### src/rtl/assert_macros.svh
// Assertion helper macros for the ARP cache block.
// Included by modules that carry concurrent assertions; no other dependencies.
`ifndef ASSERT_MACROS_SVH
`define ASSERT_MACROS_SVH

// Same-cycle implication, disabled while reset is asserted.
`define ACACHE_ASSERT_NOW(lbl, clk, rst_n, ante, cons, msg) \
  lbl: assert property (@(posedge clk) disable iff (!rst_n) (ante) |-> (cons)) \
    else $error(msg);

// Next-cycle implication, disabled while reset is asserted.
`define ACACHE_ASSERT_NEXT(lbl, clk, rst_n, ante, cons, msg) \
  lbl: assert property (@(posedge clk) disable iff (!rst_n) (ante) |=> (cons)) \
    else $error(msg);

`endif

### src/rtl/acache_pkg.sv
// Shared constants and types for the ARP cache with aging.
// No dependencies; used by the interfaces, the cell and the top level.
`timescale 1ns / 1ps

package acache_pkg;

  localparam int ENTRIES   = 8;
  localparam int IDX_W     = (ENTRIES > 1) ? $clog2(ENTRIES) : 1;
  localparam int IP_W      = 32;
  localparam int MAC_W     = 48;
  localparam int AGE_W     = 32;
  localparam int CFG_IDX_W = 2;

  localparam logic [AGE_W-1:0] AGE_LIMIT = 32'h0001_0000;
  localparam logic [AGE_W-1:0] AGE_MAX   = 32'hFFFF_FFFF;

  // Configuration register indexes
  localparam logic [CFG_IDX_W-1:0] REG_OWN_IP      = 2'd0;
  localparam logic [CFG_IDX_W-1:0] REG_SUBNET_MASK = 2'd1;
  localparam logic [CFG_IDX_W-1:0] REG_ROUTER_IP   = 2'd2;

  // Token that walks the cell chain, one cell per cycle.
  typedef struct packed {
    logic              vld;
    logic              learn;
    logic              hit;      // answer known, stop aging
    logic              routed;   // answer is the router MAC
    logic              fix;      // routed learn: first matching entry still to update
    logic [IP_W-1:0]   ip;
    logic [MAC_W-1:0]  nmac;
    logic [MAC_W-1:0]  mac;
    logic [AGE_W-1:0]  oldest;   // eldest prior age seen during aging
    logic              inv_seen; // fill slot settled on an invalid entry
    logic [IDX_W-1:0]  slot;
    logic [AGE_W-1:0]  best;     // greatest post-scan age seen
  } token_t;

  // Fill data broadcast to the cells after a learn miss.
  typedef struct packed {
    logic [IP_W-1:0]  ip;
    logic [MAC_W-1:0] mac;
  } fill_t;

endpackage

### src/rtl/acache_cell.sv
// One cache entry of the ARP cache chain: holds valid, age, address and MAC,
// processes the passing token and registers it for the next cell. Uses acache_pkg.
`timescale 1ns / 1ps

module acache_cell (
  input  logic                      clk,
  input  logic                      rst_n,
  input  logic [acache_pkg::IDX_W-1:0] cell_idx,
  input  acache_pkg::token_t        tok_i,
  output acache_pkg::token_t        tok_o,
  input  logic                      fill_we,
  input  acache_pkg::fill_t         fill
);
  import acache_pkg::*;

  logic             valid_r, valid_nxt;
  logic [AGE_W-1:0] age_r, age_nxt;
  logic [IP_W-1:0]  ip_r, ip_nxt;
  logic [MAC_W-1:0] mac_r, mac_nxt;
  token_t           tok_r, tok_nxt;

  always_comb begin
    logic             match;
    logic [AGE_W-1:0] aged;
    match     = valid_r && (ip_r == tok_i.ip);
    aged      = (age_r == AGE_MAX) ? age_r : age_r + 1'b1;
    valid_nxt = valid_r;
    age_nxt   = age_r;
    ip_nxt    = ip_r;
    mac_nxt   = mac_r;
    tok_nxt   = tok_i;

    if (tok_i.vld) begin
      if (match && !tok_i.hit) begin
        tok_nxt.hit = 1'b1;
        tok_nxt.mac = mac_r;
        age_nxt     = '0;
        if (tok_i.learn) begin
          mac_nxt = tok_i.nmac;
        end
      end else if (match && tok_i.fix) begin
        age_nxt     = '0;
        mac_nxt     = tok_i.nmac;
        tok_nxt.fix = 1'b0;
      end else if (valid_r && !tok_i.hit) begin
        age_nxt = aged;
        if (age_r > tok_i.oldest) begin
          tok_nxt.oldest = age_r;
          if (age_r >= AGE_LIMIT) begin
            valid_nxt = 1'b0;
          end
        end
      end
      // Fill-slot choice on the post-scan state: first invalid, else oldest.
      if (!tok_i.inv_seen) begin
        if (!valid_nxt) begin
          tok_nxt.inv_seen = 1'b1;
          tok_nxt.slot     = cell_idx;
        end else if (age_nxt > tok_i.best) begin
          tok_nxt.best = age_nxt;
          tok_nxt.slot = cell_idx;
        end
      end
    end

    if (fill_we) begin
      valid_nxt = 1'b1;
      age_nxt   = '0;
      ip_nxt    = fill.ip;
      mac_nxt   = fill.mac;
    end
  end

  always_ff @(posedge clk) begin
    if (!rst_n) begin
      valid_r   <= 1'b0;
      tok_r.vld <= 1'b0;
    end else begin
      valid_r <= valid_nxt;
      tok_r   <= tok_nxt;
    end
    age_r <= age_nxt;
    ip_r  <= ip_nxt;
    mac_r <= mac_nxt;
  end

  assign tok_o = tok_r;

endmodule

### config.mk
export PLATFORM = sky130hd
export DESIGN_NAME = acache_cell
export DESIGN_NICKNAME = d
export VERILOG_FILES = /design/src/rtl/assert_macros.svh /design/src/rtl/acache_pkg.sv /design/src/rtl/acache_cell.sv
export SDC_FILE = /design/constraint.sdc
export NUM_CORES = 1
export LEC_CHECK = 0
export ABC_AREA = 1
export ABC_CLOCK_PERIOD_IN_PS = 13300
export BUFFER_PORTS_ARGS = -buffer_cell sky130_fd_sc_hd__clkbuf_2
export CAP_MARGIN = 0
export CORE_MARGIN = 2
export CORE_UTILIZATION = 45
export DETAILED_ROUTE_END_ITERATION = 7
export HOLD_SLACK_MARGIN = 0.08
export PLACE_DENSITY = 0.72
export SLEW_MARGIN = 10
export SYNTH_ARGS = -nofsm -noshare
export SYNTH_HDL_FRONTEND = slang
export SYNTH_SLANG_ARGS = --single-unit
### constraint.sdc
create_clock -name clk -period 13.3 [get_ports clk]
set_clock_uncertainty 0.15 [all_clocks]
set_input_delay 0 -clock clk [delete_from_list [all_inputs] [get_ports clk]]
set_output_delay 0 -clock clk [all_outputs]
set_load 0.02 [all_outputs]
==> results by group, run 1 <==
Synthesis
  – Sequential element share of the synthesized area: between 50% and 60%
  – Yosys warns: 0
  – Synth area leader: edfxtp_1
  – Synthesized area: 15,800 um2
  – Post-synthesis cell type count: 45
  – Mapped Cells: about 1,600
  – Top cell type's share of synthesized area: 53.21%
  – Yosys reg bits: 314
  – Async SR Flop Fraction: 0%
  – Synth top area cells: edfxtp_1 53%, nand2_1 11%, ha_1 5.2%, dfxtp_1 4.3%, inv_1 3.9%
  – Dominant synthesized flop cell: edfxtp_1
  – Avg Cell Area, Syn: around 9.8 um2
  – EDFF count, synth: 280
  – Post-Syn Nets: a little under 2,000

Clock tree
  – CTS sink cnt: around 310
  – Clock slew at reported path FFs: 0.06 ns
  – Clock Latency Late Sink: about 0.53 ns
  – CTS max path bufs: 3
  – CTS root buffer: clkbuf_16
  – CTS tree: yes
  – Resized Gates After CTS: 0
  – H-tree Lvls: 2
  – Number of CTS-inserted buffers: 36

Final layout
  – Filler Cell Count: approximately 2,400
  – Proportion of layout cells with a drive suffix above 1: between 20% and 30%
  – Commonest non-fill, non-tap cells in the layout: 485 x clkbuf_2, 471 x nand2_1, 386 x dlygate4sd3_1, 280 x edfxtp_1, 164 x inv_1
  – Final net count: 2,833
  – P&R area growth vs syn: 50.02%
  – Most common cell after layout, fill and taps aside: clkbuf_2

Routing
  – Final ANT Viol Nets: 0
  – Remaining DRCs: 5
  – Drt first pass iters: 8
  – Via count: approximately 16,000
  – DR WL/cell: about 21 um
  – Drt via density: between 5 and 6
  – Initial drt markers: 1,314
  – Routed WL: approximately 63,000 um

GRT
  – Vias in the first global route: ~16,000
  – Initial antenna violation count: 8
  – GRT overflow: 0
  – GRT Util Overall: 33.52%
  – Largest net degree at the start of global routing: 82
  – First-pass GRT wire length: about 93,000 um

STA
  – Setup violators final: 0
  – RSZ-0062 raised after global routing: no
  – Final period utilization: between 30% and 40%
  – Upper clock frequency limit: between 0.2 and 0.25 GHz
  – Least-Margin Pin Slew: about 1.2 ns
  – WHS: about 0.085 ns
  – Slew margin rel.: between 20% and 30%
  – Period minus WS final: around 4.9 ns
  – Final hold violation count: 0
  – Setup TNS: 0 ns
  – Pins Over Slew Limit: 0

Pwr
  – Sequential share of power: 45.0%
  – Clk pwr share: between 30% and 40%
  – Int Power: approximately 1900 uW
  – Switching portion of total power: around 28%
  – Overall power: approximately 2700 uW
  – Maximum VDD drop: 0.00008638 V
  – Leak Pwr: between 0.01 and 0.015 uW
  – Logic gate share of total power: around 18%
  – Net Switching: 751.1 uW
  – Power per Cell Area: 113.0 nW/um2

Placed design
  – Port bufs: between 400 and 500
  – Post-DP HPWL: about 38,000 um
  – Gpl congestion: ~0.95

Critical path
  – Setup crit start kind: register
  – CP required: between 10 and 15 ns
  – Critical path arrival: about 5 ns
  – Crit path launch: ip_r[12]
  – WS Path Type: reg -> reg
  – Critical Path Sink Type: register
  – Crit-path max FO: 9
  – Worst R2R Start: ip_r[12]

Floorplan
  – Die ar.: ~37,000 um2
  – Top-Level Pins: roughly 490
  – Die H: roughly 190 um
  – FP Rows: 68
  – Die Span X: between 150 and 200 um
  – Area of the core: between 30,000 and 40,000 um2
  – Initial Util: 45.74%

Worst hold path
  – Hold Path Class: in -> reg
  – Min-delay src: fill[57]

Job
  – Max-cap violations: 0

Status
  – Status: finished, violations left
  – Failing checks: DRC
-- flip-flops by register name, indices dropped and copies added (netlist names) --
register / flops
age_r: 32
ip_r: 32
mac_r: 48
tok_o: 201
valid_r: 1
-- cells in the mapped netlist, types with 11 or more instances --
cell type / count
a21oi_1: 58
o21ai_1: 39
nor2_2: 18
dfxtp_1: 34
clkbuf_1: 19
buf_2: 21
edfxtp_1: 280
o21ai_0: 50
nor3_1: 26
nand3_1: 89
ha_1: 66
nand4_1: 16
mux2_4: 20
mux2_2: 28
nand2_1: 471
xor2_1: 19
inv_1: 165
inv_2: 11
nor2_1: 106
-- critical path, stage by stage, from the launching register on --
cell and delay [ns]:
edfxtp_1 0.45, xnor2_1 0.32, nand3_1 0.14, nor3_1 0.47, nand3_1 0.49, nand3b_1 0.31
inv_2 0.05, ha_1 0.31, nand4_1 0.10, nor4_1 0.41, nand4_1 0.21, nand3_1 0.31
nand2_1 0.17, nand2_1 0.12, nand2_1 0.05, dlygate4sd3_1 0.57
-- cells by family (layout without fill, tap and decap cells) --
| logic type | count (synthesis) | after routing | synth area share, % |
|---|---|---|---|
| other | 0 | 8 | 0 |
| multiplexers | 48 | 48 | 3.896 |
| buffers and inverters | 225 | 1124 | 5.693 |
| flip-flops | 314 | 314 | 57.52 |
| AND/OR/NAND/NOR | 766 | 766 | 20.85 |
| adder cells (fa/ha/maj) | 66 | 66 | 5.226 |
| AO/OA/AOI/OAI | 161 | 161 | 5.321 |
| XOR/XNOR | 27 | 27 | 1.497 |
-- per-stage QoR --
stage / setup slack (ns) / area [um2] / cells / utilization [%]
after detailed placement: 8.577 / 18690 / 2511 / 54.09
final: 8.409 / 23710 / 2969 / 68.63
after global routing: 8.079 / 23700 / 2967 / 68.61
after global placement: 8.634 / 18690 / 2511 / 54.09
after CTS: 8.570 / 23690 / 2961 / 68.57
after floorplan: 7.951 / 15800 / 1607 / -
-- routing by layer --
metal	GRT usage [%]	vias up	wire, um	part of all wire, %
li1	-	7150	-	-
met5	0	-	22	0.035
met2	57.22	1046	30640	49
met3	8.518	355	5615	8.9
met1	35.28	7450	21360	34
met4	26.21	4	5532	8.8
-- worst paths after layout --
check        cells past startpoint  slack [ns]         to
max                             15        8.41  tok_o[33]
min                              2        0.09    ip_r[9]
max reg2reg                     15        8.41  tok_o[33]
min reg2reg                      1        0.40  tok_o[90]
-- final cells by class --
type	count	area, um2	area share [%]
Antenna cell	8	20.02	0.08445
Clock buffer	41	940.9	3.969
Clock inverter	23	195.2	0.8234
Inverter	178	670.6	2.829
Multi-Input combinational cell	1068	5841	24.64
Sequential cell	314	9089	38.34
Tap cell	455	569.3	2.402
Timing Repair Buffer	882	6380	26.91
-- power by group through the flow --
| stage | Sequential, uW | Clock (uW) | Combinational, uW |
|---|---|---|---|
| 5_1_grt | 1210 | 1040 | 515 |
| 4_1_cts | 1200 | 992 | 459 |
| 3_3_place_gp | 1220 | 0 | 359 |
| 3_5_place_dp | 1220 | 0 | 364 |
| 2_1_floorplan | 1270 | 0 | 144 |
| 6_report | 1210 | 993 | 481 |
-- timing repair --
item | 4_1_cts | 5_1_grt
endpoints found under the hold margin | 400 | 0
setup buffers | 0 | 0
hold buffers | 386 | 0
No activity file was read; power rests on OpenSTA's default activity.
==> run 2, diff against run 1 <==
Settings changed: ABC_CLOCK_PERIOD_IN_PS 13300 to 4800.
Clock period 13.3 ns to 4.8 ns, I/O delays scaled along.
==> run 2 against run 1 <==
Effect of this change: highest routed layer is now met4; via count fell by 2.3%; the run now ends clean; clock power rose to 2.6 times the previous value; non-clock buffer count fell by 2; flip-flop and latch count did not move.
==> results by group, run 2 (synthesized netlist as in run 1, its figures left out) <==
Routing
  – Initial drt markers: roughly 1,300
  – Final ANT Viol Nets: 0
  – Remaining DRCs: 0
  – Drt via density: about 5.3
  – Routed WL: between 60,000 and 70,000 um
  – DR WL/cell: ~20 um
  – Drt first pass iters: 8
  – Via count: about 16,000

Clock tree
  – H-tree Lvls: 2
  – Clock slew at reported path FFs: ~0.060 ns
  – CTS sink cnt: 314
  – CTS max path bufs: 3
  – Clock Latency Late Sink: 0.52 ns
  – Postcts setup bufs: 0
  – Number of CTS-inserted buffers: 36
  – CTS tree: yes
  – CTS root buffer: clkbuf_16

GRT
  – First-pass GRT wire length: 89,690 um
  – GRT Util Overall: between 30% and 40%
  – GRT overflow: 0
  – Vias in the first global route: 15,850
  – Largest net degree at the start of global routing: about 90
  – Initial antenna violation count: 3

Floorplan
  – Die Span X: about 190 um
  – Initial Util: between 40% and 50%
  – Area of the core: 34,540 um2
  – FP Rows: 68
  – Die H: approximately 190 um
  – Die ar.: between 30,000 and 40,000 um2
  – Top-Level Pins: 488

STA
  – Slew margin rel.: between 30% and 40%
  – Upper clock frequency limit: 0.2222 GHz
  – Least-Margin Pin Slew: between 0.9 and 1 ns
  – Final WS setup: approximately 0.3 ns
  – Setup violators final: 0
  – WHS: slightly below 0.07 ns
  – Pins Over Slew Limit: 0
  – Period minus WS final: approximately 4.5 ns
  – Final period utilization: between 90% and 100%
  – Final hold violation count: 0

Critical path
  – Setup crit start kind: register
  – Crit-path slowest cell: dlygate4sd3_1
  – Crit-path cells: xnor2_1, nand4_1, nor2_1, nand2_1, nor2_1, nand2_1, nor2_1, nor2_1, ha_1, a21oi_1, o21ai_0, nand2_1, o211ai_1, nand2_1, nand2_1, nand2_1, nand2_1, nand3_1, nand2_1, nand2_1, dlygate4sd3_1, nand2_1
  – Most frequent CP cell: nand2_1
  – WS Path Type: reg -> reg
  – Worst stage delay on the critical path: between 0.5 and 0.6 ns
  – Critical path arrival: between 4 and 5 ns
  – Crit-path max FO: 4
  – Critical Path Sink Type: register
  – CP required: ~5 ns

Final layout
  – Final net count: 2,831
  – Most common cell after layout, fill and taps aside: clkbuf_2
  – Largest register FFs: around 200
  – P&R area growth vs syn: 49.52%
  – Proportion of layout cells with a drive suffix above 1: between 20% and 30%
  – Post-route design area: between 20,000 and 25,000 um2
  – Commonest non-fill, non-tap cells in the layout: 485 x clkbuf_2, 470 x nand2_1, 371 x dlygate4sd3_1, 280 x edfxtp_1, 164 x inv_1
  – Final Util: between 60% and 70%

Job
  – Max-cap violations: 0

Pwr
  – Leak Pwr: 0.01097 uW
  – Maximum VDD drop: about 0.00025 V
  – Power per Cell Area: between 300 and 400 nW/um2

Status
  – Status: finished, final reports clean

Placed design
  – Dpl ws: 0.5463 ns
  – Port bufs: 487
  – Post-DP HPWL: 38,110 um
  – Dpl cell area: 18,780 um2
  – Gpl congestion: 0.9826

Worst hold path
  – Hold Path Class: in -> reg
## run 2: path summary, 6_finish.rpt
| path | start | endpoint | slack [ns] | cells past startpoint |
|---|---|---|---|---|
| setup reg to reg | ip_r[24] | tok_o[32] | 0.30 | 22 |
| setup / recovery | ip_r[24] | tok_o[32] | 0.30 | 22 |
| hold reg to reg | mac_r[14] | tok_o[82] | 0.41 | 1 |
| hold / removal | fill[51] | ip_r[3] | 0.07 | 2 |
## run 2: power breakdown
| group | switching [uW] | total [uW] | internal (uW) |
|---|---|---|---|
| sequential | 117 | 3330 | 3210 |
| clock | 1120 | 2620 | 1500 |
| combinational | 776 | 1330 | 554 |
## run 2: layout make-up
type	count	area (um2)
Tap cell	455	569.3
Antenna cell	5	12.51
Clock inverter	14	132.6
Multi-Input combinational cell	1068	5876
Sequential cell	314	9089
Clock buffer	49	949.7
Timing Repair Buffer	880	6327
Fill cell	2426	10920
Inverter	178	670.6
## run 2: layer usage
layer	GRT usage [%]	up-vias	part of all wire (%)
met2	55.93	934	49
li1	-	7155	-
met4	21.39	0	7.7
met3	7.288	269	8.9
met5	0	-	0
met1	35.80	7284	35
## run 2: through the flow
stage	cells	power [uW]	setup TNS (ns)
floorplan	1607	3904	0
global placement	2524	4363	0
detailed placement	2524	4388	0
CTS	2958	7206	0
global route	2960	7525	-0.1985
finish	2963	7279	0
## run 2: what timing repair did
item / CTS / global route
setup endpoints to repair: 0 / 3
gates resized for setup: 0 / 7
hold buffers: 371 / 0
endpoints found under the hold margin: 322 / 0
## run 2: critical path, delay by kind of cell, from the launching register on
kind / cells / cell delay (ns)
compound gates: 3 / 0.34
xor+xnor: 1 / 0.40
fa+ha+maj: 1 / 0.32
buf+inv: 1 / 0.55
flops: 1 / 0.39
simple gates: 16 / 2.10
